`src/rtl/stepper_phase_driver_with_ramp_unit_defines.svh`:
```
// Assertion macros shared by the stepper phase driver modules
`ifndef STEPPER_PHASE_DRIVER_WITH_RAMP_UNIT_DEFINES_SVH
`define STEPPER_PHASE_DRIVER_WITH_RAMP_UNIT_DEFINES_SVH

// Check that a condition implies another in the same cycle
`define SPDR_ASSERT_SAME(label, pre, post) \
  label: assert property (@(posedge clk) disable iff (rst) (pre) |-> (post)) \
    else $error("spdr: same-cycle check failed");

// Check that a condition implies another in the next cycle
`define SPDR_ASSERT_NEXT(label, pre, post) \
  label: assert property (@(posedge clk) disable iff (rst) (pre) |=> (post)) \
    else $error("spdr: next-cycle check failed");

`endif

```
`src/rtl/spdr_pkg.sv`:
```
// Types and constants shared by the stepper phase driver modules
`default_nettype none

package spdr_pkg;

  // Sequencer states
  typedef enum logic [2:0] {
    S_IDLE,
    S_CHECK,
    S_DIV,
    S_PERIOD,
    S_MOD,
    S_REM,
    S_DONE
  } state_t;

  // Operation codes
  localparam logic OP_TICK = 1'b0;
  localparam logic OP_LOAD = 1'b1;

  // Ramp mode codes; the unused code holds
  localparam logic [1:0] RAMP_HOLD = 2'd0;
  localparam logic [1:0] RAMP_UP   = 2'd1;
  localparam logic [1:0] RAMP_DOWN = 2'd2;

  // Configuration register indexes
  localparam logic [1:0] REG_RAMP_A = 2'd0;
  localparam logic [1:0] REG_RAMP_B = 2'd1;
  localparam logic [1:0] REG_RAMP_C = 2'd2;
  localparam logic [1:0] RAMP_REGS  = 2'd3;

  localparam logic [7:0] PATTERN_RESET = 8'h88;
  localparam logic [7:0] SPEED_MAX     = 8'd255;

  // Controller to datapath commands
  typedef struct packed {
    logic latch;
    logic clear_hit;
    logic div_start;
    logic mod_start;
    logic div_step;
    logic eval_period;
    logic eval_rem;
    logic commit;
  } cmd_t;

  // Datapath to controller status
  typedef struct packed {
    logic need_div;
    logic div_last;
    logic period_skip;
  } status_t;

endpackage

`default_nettype wire

```
`src/rtl/stepper_phase_driver_with_ramp_unit.sv`:
```
// Top level of the three-motor stepper phase driver with speed ramp
//
//   channel  | handshake            | payload
//   ---------+----------------------+-----------------------------------------
//   input    | in_valid / in_stall  | operation, motor_select, turn_right,
//            |                      | new_speed
//   output   | out_valid / out_stall| drive_phase, stepped, speed_now
//   config   | cfg_write            | cfg_index, cfg_data
//
// One item at a time. A load, a tick at speed zero or an unknown motor goes
// from the check state straight to commit. A tick at nonzero speed runs the
// period divide over DIV_W quotient bits (DIV_W = max(clog2(RATE_SCALE+1), 9),
// so 11 by default), then the modulo pass when the period is nonzero and fits
// in 8 bits; both run on one shared restoring divider, one bit a cycle.
// Reset clears the pattern to 0x88, the counter, all speeds and ramp modes.
// A new word is accepted while the last result waits; a stalled result holds
// the block in its commit state until the word is taken.
`default_nettype none

module stepper_phase_driver_with_ramp_unit
  import spdr_pkg::*;
#(
  parameter int MOTOR_COUNT = 3,
  parameter int RATE_SCALE  = 1275
) (
  input  wire logic       clk,
  input  wire logic       rst,
  input  wire logic       in_valid,
  output logic            in_stall,
  input  wire logic       operation,
  input  wire logic [1:0] motor_select,
  input  wire logic       turn_right,
  input  wire logic [7:0] new_speed,
  output logic            out_valid,
  input  wire logic       out_stall,
  output logic [3:0]      drive_phase,
  output logic            stepped,
  output logic [7:0]      speed_now,
  input  wire logic       cfg_write,
  input  wire logic [1:0] cfg_index,
  input  wire logic [1:0] cfg_data
);

  cmd_t    cmd;
  status_t status;

  // Sequence each word
  spdr_ctrl u_ctrl (
    .clk       (clk),
    .rst       (rst),
    .in_valid  (in_valid),
    .in_stall  (in_stall),
    .out_valid (out_valid),
    .out_stall (out_stall),
    .status    (status),
    .cmd       (cmd)
  );

  // Hold motor state and compute the result
  spdr_dp #(
    .MOTOR_COUNT (MOTOR_COUNT),
    .RATE_SCALE  (RATE_SCALE)
  ) u_dp (
    .clk          (clk),
    .rst          (rst),
    .cmd          (cmd),
    .status       (status),
    .operation    (operation),
    .motor_select (motor_select),
    .turn_right   (turn_right),
    .new_speed    (new_speed),
    .cfg_write    (cfg_write),
    .cfg_index    (cfg_index),
    .cfg_data     (cfg_data),
    .drive_phase  (drive_phase),
    .stepped      (stepped),
    .speed_now    (speed_now)
  );

endmodule

`default_nettype wire

```
`src/rtl/spdr_ctrl.sv`:
```
// Sequencer for one item: speed divide, tick modulo, commit
`default_nettype none
`include "stepper_phase_driver_with_ramp_unit_defines.svh"

module spdr_ctrl
  import spdr_pkg::*;
(
  input  wire logic    clk,
  input  wire logic    rst,
  input  wire logic    in_valid,
  output logic         in_stall,
  output logic         out_valid,
  input  wire logic    out_stall,
  input  wire status_t status,
  output cmd_t         cmd
);

  state_t state;
  state_t state_next;
  logic   out_valid_next;
  logic   out_free;

  assign out_free = !out_valid || !out_stall;
  assign in_stall = (state != S_IDLE);

  // Hold state and output valid
  always_ff @(posedge clk) begin
    if (rst) begin
      state     <= S_IDLE;
      out_valid <= 1'b0;
    end else begin
      state     <= state_next;
      out_valid <= out_valid_next;
    end
  end

  // Advance the sequence and issue commands
  always_comb begin
    state_next = state;
    cmd        = '0;
    unique case (state)
      S_IDLE: begin
        if (in_valid) begin
          cmd.latch  = 1'b1;
          state_next = S_CHECK;
        end
      end
      S_CHECK: begin
        cmd.clear_hit = 1'b1;
        if (status.need_div) begin
          cmd.div_start = 1'b1;
          state_next    = S_DIV;
        end else begin
          state_next = S_DONE;
        end
      end
      S_DIV: begin
        cmd.div_step = 1'b1;
        if (status.div_last) begin
          state_next = S_PERIOD;
        end
      end
      S_PERIOD: begin
        if (status.period_skip) begin
          cmd.eval_period = 1'b1;
          state_next      = S_DONE;
        end else begin
          cmd.mod_start = 1'b1;
          state_next    = S_MOD;
        end
      end
      S_MOD: begin
        cmd.div_step = 1'b1;
        if (status.div_last) begin
          state_next = S_REM;
        end
      end
      S_REM: begin
        cmd.eval_rem = 1'b1;
        state_next   = S_DONE;
      end
      S_DONE: begin
        if (out_free) begin
          cmd.commit = 1'b1;
          state_next = S_IDLE;
        end
      end
      default: begin
        state_next = S_IDLE;
      end
    endcase
  end

  // Set valid on commit, drop it once the word is taken
  assign out_valid_next = cmd.commit | (out_valid & out_stall);

  `SPDR_ASSERT_NEXT(a_accept_to_check, state == S_IDLE && in_valid, state == S_CHECK)
  `SPDR_ASSERT_SAME(a_commit_needs_room, cmd.commit, !(out_valid && out_stall))
  `SPDR_ASSERT_NEXT(a_commit_shows_word, cmd.commit, out_valid && state == S_IDLE)

endmodule

`default_nettype wire

```
`src/rtl/spdr_dp.sv`:
```
// Datapath: motor state, ramp registers, shared restoring divider, result word
`default_nettype none
`include "stepper_phase_driver_with_ramp_unit_defines.svh"

module spdr_dp
  import spdr_pkg::*;
#(
  parameter int MOTOR_COUNT = 3,
  parameter int RATE_SCALE  = 1275
) (
  input  wire logic       clk,
  input  wire logic       rst,
  input  wire cmd_t       cmd,
  output status_t         status,
  input  wire logic       operation,
  input  wire logic [1:0] motor_select,
  input  wire logic       turn_right,
  input  wire logic [7:0] new_speed,
  input  wire logic       cfg_write,
  input  wire logic [1:0] cfg_index,
  input  wire logic [1:0] cfg_data,
  output logic [3:0]      drive_phase,
  output logic            stepped,
  output logic [7:0]      speed_now
);

  localparam int SCALE_W = $clog2(RATE_SCALE + 1);
  localparam int DIV_W   = (SCALE_W > 9) ? SCALE_W : 9;
  localparam int CNT_W   = $clog2(DIV_W + 1);
  localparam int IDX_W   = (MOTOR_COUNT > 1) ? $clog2(MOTOR_COUNT) : 1;
  localparam logic [3:0] MOTOR_LIMIT = 4'(MOTOR_COUNT);

  // Shared state
  logic [7:0] phase_pattern;
  logic [7:0] tick_count;
  logic [7:0] motor_speed [MOTOR_COUNT];
  logic [1:0] ramp_reg [3];

  // Latched item
  logic       item_op;
  logic [1:0] item_motor;
  logic       item_right;
  logic [7:0] item_speed;

  // Divider
  logic [DIV_W-1:0] div_quot;
  logic [7:0]       div_rem;
  logic [7:0]       div_divisor;
  logic [CNT_W-1:0] div_count;
  logic [8:0]       div_shifted;
  logic [8:0]       div_diff;
  logic             div_ge;

  logic             hit;
  logic             in_range;
  logic [IDX_W-1:0] motor_idx;
  logic [7:0]       speed_sel;
  logic [1:0]       mode_sel;
  logic [7:0]       speed_ramped;
  logic [7:0]       tick_next;
  logic [3:0]       nibble;
  logic [7:0]       pattern_rot;
  logic             is_tick;
  logic             period_big;
  logic             period_zero;

  assign in_range  = ({2'b00, item_motor} < MOTOR_LIMIT);
  assign motor_idx = IDX_W'(item_motor);
  assign speed_sel = in_range ? motor_speed[motor_idx] : 8'd0;
  assign mode_sel  = (in_range && item_motor < RAMP_REGS) ? ramp_reg[item_motor] : RAMP_HOLD;
  assign tick_next = tick_count + 8'd1;
  assign is_tick   = in_range && (item_op == OP_TICK);
  assign nibble    = (item_motor == 2'd0) ? phase_pattern[7:4] : phase_pattern[3:0];
  assign pattern_rot = item_right ? {phase_pattern[0], phase_pattern[7:1]}
                                  : {phase_pattern[6:0], phase_pattern[7]};

  assign period_big  = |div_quot[DIV_W-1:8];
  assign period_zero = (div_quot == '0);

  assign status.need_div    = is_tick && (speed_sel != 8'd0);
  assign status.div_last    = (div_count == CNT_W'(1));
  assign status.period_skip = period_big || period_zero;

  // Ramp the selected speed
  always_comb begin
    unique case (mode_sel)
      RAMP_UP: begin
        speed_ramped = (speed_sel != SPEED_MAX) ? speed_sel + 8'd1 : speed_sel;
      end
      RAMP_DOWN: begin
        if (speed_sel > 8'd2) begin
          speed_ramped = speed_sel - 8'd2;
        end else if (speed_sel != 8'd0) begin
          speed_ramped = speed_sel - 8'd1;
        end else begin
          speed_ramped = speed_sel;
        end
      end
      default: begin
        speed_ramped = speed_sel;
      end
    endcase
  end

  // Restoring step: trial subtract of the divisor
  assign div_shifted = {div_rem, div_quot[DIV_W-1]};
  assign div_ge      = (div_shifted >= {1'b0, div_divisor});
  assign div_diff    = div_shifted - {1'b0, div_divisor};

  // Write ramp registers
  always_ff @(posedge clk) begin
    if (rst) begin
      for (int i = 0; i < 3; i++) begin
        ramp_reg[i] <= RAMP_HOLD;
      end
    end else if (cfg_write && cfg_index < RAMP_REGS && {2'b00, cfg_index} < MOTOR_LIMIT) begin
      ramp_reg[cfg_index] <= cfg_data;
    end
  end

  // Latch the accepted item
  always_ff @(posedge clk) begin
    if (cmd.latch) begin
      item_op    <= operation;
      item_motor <= motor_select;
      item_right <= turn_right;
      item_speed <= new_speed;
    end
  end

  // Run the divider: speed period first, then tick modulo period
  always_ff @(posedge clk) begin
    if (cmd.div_start) begin
      div_quot    <= DIV_W'(RATE_SCALE);
      div_divisor <= speed_sel;
      div_rem     <= 8'd0;
      div_count   <= CNT_W'(DIV_W);
    end else if (cmd.mod_start) begin
      div_quot    <= {tick_next, {(DIV_W - 8){1'b0}}};
      div_divisor <= div_quot[7:0];
      div_rem     <= 8'd0;
      div_count   <= CNT_W'(8);
    end else if (cmd.div_step) begin
      div_quot  <= {div_quot[DIV_W-2:0], div_ge};
      div_rem   <= div_ge ? div_diff[7:0] : div_shifted[7:0];
      div_count <= div_count - CNT_W'(1);
    end
  end

  // Decide whether this tick steps the pattern
  always_ff @(posedge clk) begin
    if (rst) begin
      hit <= 1'b0;
    end else if (cmd.clear_hit) begin
      hit <= 1'b0;
    end else if (cmd.eval_period) begin
      hit <= !period_zero && period_big && (tick_next == 8'd0);
    end else if (cmd.eval_rem) begin
      hit <= (div_rem == 8'd0);
    end
  end

  // Commit pattern, counter and speed
  always_ff @(posedge clk) begin
    if (rst) begin
      phase_pattern <= PATTERN_RESET;
      tick_count    <= 8'd0;
      for (int i = 0; i < MOTOR_COUNT; i++) begin
        motor_speed[i] <= 8'd0;
      end
    end else if (cmd.commit && in_range) begin
      if (item_op == OP_LOAD) begin
        motor_speed[motor_idx] <= item_speed;
      end else begin
        tick_count             <= tick_next;
        motor_speed[motor_idx] <= speed_ramped;
        if (hit) begin
          phase_pattern <= pattern_rot;
        end
      end
    end
  end

  // Load the result word
  always_ff @(posedge clk) begin
    if (cmd.commit) begin
      drive_phase <= nibble;
      stepped     <= is_tick && hit;
      if (!in_range) begin
        speed_now <= 8'd0;
      end else if (item_op == OP_LOAD) begin
        speed_now <= item_speed;
      end else begin
        speed_now <= speed_ramped;
      end
    end
  end

  `SPDR_ASSERT_SAME(a_mod_divisor_nonzero, cmd.mod_start, div_quot[7:0] != 8'd0)
  `SPDR_ASSERT_SAME(a_pattern_two_ones, 1'b1, $countones(phase_pattern) == 2)

endmodule

`default_nettype wire
```
`config.mk`:
```
export PLATFORM = sky130hd
export DESIGN_NAME = stepper_phase_driver_with_ramp_unit
export DESIGN_NICKNAME = d
export VERILOG_FILES = /design/src/rtl/spdr_pkg.sv /design/src/rtl/stepper_phase_driver_with_ramp_unit.sv /design/src/rtl/spdr_ctrl.sv /design/src/rtl/spdr_dp.sv
export VERILOG_INCLUDE_DIRS = /design/src /design/src/rtl
export SDC_FILE = /design/constraint.sdc
export NUM_CORES = 1
export LEC_CHECK = 0
export BUFFER_PORTS_ARGS = -buffer_cell sky130_fd_sc_hd__buf_2
export CAP_MARGIN = 10
export CORE_ASPECT_RATIO = 0.7
export CORE_UTILIZATION = 45
export CTS_BUF_LIST = sky130_fd_sc_hd__clkbuf_2
export CTS_CLUSTER_DIAMETER = 60
export DETAILED_ROUTE_END_ITERATION = 16
export MAX_ROUTING_LAYER = met4
export SLEW_MARGIN = 30
export SYNTH_ARGS = -nofsm -noshare
export SYNTH_HDL_FRONTEND = slang
export SYNTH_SLANG_ARGS = --single-unit
export TNS_END_PERCENT = 5
```
`constraint.sdc`:
```
create_clock -name clk -period 10.04 [get_ports clk]
set_clock_uncertainty 0.1 [all_clocks]
set_input_delay 1.004 -clock clk [delete_from_list [all_inputs] [get_ports clk]]
set_output_delay 1.004 -clock clk [all_outputs]
set_load 0.005 [all_outputs]
```
Word level (Yosys, flattened, before mapping):

Memory sizes are Yosys's and may differ from the RTL's. A register that Yosys moved wholly into a read port is not among the register bits.
Index checks and enable logic that the tools add are counted.
W data, S select, Z words.

* bits in writable memories: 30
* register bits: 77
* memories: 2
* bits of input ports: 21
* logic and storage cells: 142

* $add $sub $neg: 6
* reductions and logical operators: 33
* equality and inequality tests: 14
* magnitude comparators: 6
* bitwise gates (word level): 4
* muxes and demuxes: 59

Memories
* u_dp.motor_speed: words 3, width 8, read ports 1, clocked after memory_dff 1, write ports 3, RTL line spdr_dp.sv:36 `logic [7:0] motor_speed [MOTOR_COUNT];`
* u_dp.ramp_reg: words 3, width 2, read ports 1, clocked after memory_dff 1, write ports 3, RTL line spdr_dp.sv:37 `logic [1:0] ramp_reg [3];`

Operators with widths (count)
* $mux W8: 11
* $mux W1: 28
* $mux W11: 2
* $pmux W3 S7: 1
* $mux W2: 10
* $add A8 B1 Y8 const B: 2
* $logic_not A8 Y1: 2
* $pmux W8 S2: 1
* $mux W3: 5
* $logic_not A11 Y1: 1
* $eq A3 B3 Y1 const B: 3
* $ge A9 B8 Y1: 1
* $logic_and A1 B1 Y1: 9
* $gt A8 B2 Y1 const B: 1
* $lt A2 B2 Y1 const B: 4
* $ne A8 B8 Y1 const B: 1
* $reduce_bool A8 Y1: 1
* $reduce_or A2 Y1: 4
* $reduce_or A8 Y1: 1
* $sub A8 B1 Y8 const B: 1
* $sub A8 B2 Y8 const B: 1
* $sub A8 B8 Y8: 1
* $eq A3 B2 Y1 const B: 2
* $ne A2 B2 Y1 const B: 3
* 20 further kinds: 26

Logic depth before layout (Yosys ltp):

* depth in word-level cells: 11
* gate-level depth with buffers: 14
* gate-level depth less buffers: 13

Cells and area by module:

Synthesis repeated with hierarchy kept, for this count alone.

* cells, all modules: 638
* area, all modules: 6550.0 µm²

Modules (own cells, without submodules)
* spdr_dp: cells each 604, area each 6272.3 µm², times used 1
* spdr_ctrl: cells each 34, area each 277.8 µm², times used 1

Worst setup path after synthesis:

Ideal clock, no wire load.

* kind: input-to-reg
* from: in out_stall
* to: mem u_dp.motor_speed[1][7], data pin
* setup time: 264 ps
* path buffers: 2
* data arrival time: 2849 ps
* stages on the path: 7
* path slack: 6827 ps
* cell sequence: a21oi_1 > nor2b_1 > clkbuf_1 > and2_1 > clkbuf_1 > mux2i_1 > nor2_1

RTL lines
* start, declared: RTL line stepper_phase_driver_with_ramp_unit.sv:35 `input wire logic out_stall,`
* end, declared: RTL line spdr_dp.sv:36

==> impl_metrics.tcl <==
set metrics [dict create \
    p_leak_uw 0.00283 \
    synth.area.top_cells "edfxtp_1 34%, dfxtp_1 14%, nor2_1 5.0%, nand2_1 4.2%, ha_1 3.9%" \
    cpLargestDelayFamily "multiplexers" \
    cts_hold_buf 0 \
    finalSetupViolCount 0 \
    reg_top3 "u_dp.motor_speed x32, u_dp.div_quot x11" \
    core-area_um2 13500 \
    setup_ws_ps 6080 \
    rsz0062_at_grt "false" \
    slowest_stage "dfxtp_1" \
    cts-root-buf "clkbuf_2" \
    powerDensity_nw_per_um2 217 \
    arrival_ps 4300 \
    yosysTopAreaCellShare_pct 34.4 \
    reg2reg_to "u_dp.motor_speed[1][7]$_SDFFCE_PN0P_" \
    drt_iter0_drc 485 \
    cp.required_ps 10380 \
    seq_area_frac_synth_pct 48.9 \
    timing.hold.ws_ps 364 \
    antenna_found_initial 0 \
    hold_start "new_speed[0]" \
    wl_per_cell_um 17.7 \
    routabilityCongestion 0.954 \
    overflow 0 \
    path_cells "mux2_2 -> o21ai_0 -> nor2_1 -> ha_1 -> inv_1 -> nand2_1 -> nor3_1 -> o211a_1 -> o22ai_1 -> mux2i_1 -> nor2_1" \
    avgViaCountPerCell 5.68 \
    drt_pass1_iterations 5 \
    min-delay-path-class "in2reg" \
    crit_path_start_kind "register" \
    p_total_uw 1510 \
    synth_fa_ha_area_share_pct 4.24 \
    synth_top_flop_cell "edfxtp_1" \
    hpwlAfterDp_um 11400 \
    ys_seq_elements 119 \
    clock_latency_ps 700 \
    numPortBuffers 35 \
    die_h_um 102 \
    wl_um 15500 \
    area_growth_pct 9.84 \
    cts_htree_levels 4 \
    drive_gt1_share_pct 14.3 \
    synth-simple-area-share_pct 17.9 \
    crit_top_cell "nor2_1" \
    fin_crit_sh_pct 39.4 \
    max_stage_delay_ps 740 \
    synth_cell_type_count 68 \
    worstSetupPathType "reg2reg" \
    finalHoldViolations 0 \
    cts_setup_buffers 0 \
    clk_pin_slew_ps 190 \
    start_util_pct 47.2 \
    grtUsageTotal_pct 23.4 \
    slew_headroom_pct 46.9 \
    layout_commonest_cell "nor2_1" \
    antenna_left 0 \
    synth_top_family_by_area "simple AND/OR/NAND/NOR gates" \
    final_net_count 720 \
    yosysTopAreaCell "edfxtp_1" \
    vdd_drop_max_v 0.000117 \
    crit_fanout 16 \
    grt_pass1_wl_um 24600 \
    cts.sink_count 119 \
    syn-cell-area_um2 6370 \
    ctsResizeCount 0 \
    row_count 35 \
    drv_cap 0 \
    num_antenna_cells 0 \
    layout_common_cells "84 x nor2_1, 73 x edfxtp_1, 71 x nand2_1" \
    post-place-ws_ps 5900 \
    min_period_ps 3960 \
    vias 4975 \
    largest_reg_flops 32 \
    io_pins 36 \
    crit_buf_inv 1 \
    yosys_warnings 0 \
    cts_buffers 17 \
    fmax_mhz 253 \
    cp-end-kind "register" \
    status "complete, no violations" \
    tns_ps 0 \
    synth_mux_area_share_pct 7.86 \
    grt_max_degree 31 \
    async_flop_share_pct 0 \
    synth-edff-count 73 \
    worst-r2r-cell-count 11 \
    ff2ff_setup_slack_ps 6080 \
    synthCells 640 \
    dieArea_um2 14600 \
    die_w_um 144 \
    synth-xor-area-share_pct 3.03 \
    clk_path_buf_depth 2 \
    top_register "u_dp.motor_speed" \
    holdPathStages 1 \
    min_to "u_dp.item_speed[0]$_DFFE_PP_" \
    drc 0 \
    grt_pass1_vias 4565 \
    cts_tree "built" \
    finalMaxSlewViolations 0 \
    worst_pin_slew_ps 789 \
    synth-compound-area-share_pct 14.4 \
    avgSynthCellArea_um2 9.95 \
]
[cells in the mapped netlist (all sizes together), types with 6 or more instances]
| cell type | instances |
|---|---|
| xor2 | 14 |
| nand2 | 72 |
| nand2b | 10 |
| nor3 | 12 |
| a31oi | 9 |
| mux2i | 20 |
| and3 | 9 |
| inv | 31 |
| mux2 | 12 |
| nor4 | 6 |
| nor2b | 8 |
| nand3 | 18 |
| dfxtp | 46 |
| a21oi | 29 |
| a211oi | 14 |
| xnor2 | 8 |
| and2 | 8 |
| nor2 | 86 |
| mux4 | 7 |
| ha | 20 |
| clkbuf | 24 |
| o21ai | 28 |
| edfxtp | 73 |
[metal layers]
layer / share of wire (%) / up-vias / global-route usage (%) / wire, um
met5: 0 / - / - / 0
met4: 0.82 / 0 / 5.10 / 128
met3: 8.6 / 16 / 6.48 / 1330
met2: 41 / 209 / 30.8 / 6310
met1: 50 / 2363 / 35.2 / 7760
li1: - / 2387 / - / -
[kinds of logic after synthesis]
group | Yosys count
other | 1
buffers and inverters | 60
multiplexers | 39
adder cells (fa/ha/maj) | 21
XOR/XNOR | 22
flip-flops | 119
AO/OA/AOI/OAI | 132
AND/OR/NAND/NOR | 246
[worst register-to-register path, delay by kind of cell (launching register included)]
family / cells / cell delay [ps]
mux: 2 / 890
flops: 1 / 740
fa+ha+maj: 1 / 570
compound gates: 3 / 550
simple gates: 4 / 530
buf+inv: 1 / 330
[through the flow]
stage / util [%] / instances / instance area, um^2
final: 51.9 / 876 / 7000
after global routing: 51.9 / 876 / 7000
after CTS: 51.8 / 875 / 6990
after detailed placement: 49.8 / 843 / 6720
after global placement: 49.8 / 843 / 6710
after floorplan: - / 649 / 6400
[layout make-up]
cell class	count	area, um^2
sequential	119	3110
fill	1259	6490
timing repair buffer	39	205
multi-input combinational	470	3060
tap	185	231
clock inverter	13	176
clock buffer	19	95.1
inverter	31	116
[worst max-delay path by stage]
stage	startpoint	end	slack [ps]	cells past startpoint
after detailed placement	register	u_dp.div_rem[7]$_SDFFE_PP0N_	5900	7
after CTS	register	u_dp.div_rem[7]$_SDFFE_PP0N_	5890	7
after global placement	register	u_dp.div_rem[7]$_SDFFE_PP0N_	6020	7
final	register	u_dp.motor_speed[1][7]$_SDFFCE_PN0P_	6080	11
after global routing	register	u_dp.motor_speed[0][4]$_SDFFCE_PN0P_	5810	11
after floorplan	out_stall	u_dp.motor_speed[1][7]$_SDFFCE_PN0P_	6830	7
[report_power, final]
part           internal, uW  total (uW)  switching [uW]
Combinational           198         495             297
Sequential              594         663            69.2
Clock                   166         357             192
Total                   957        1510             557
No activity file was read; power rests on OpenSTA's default activity.
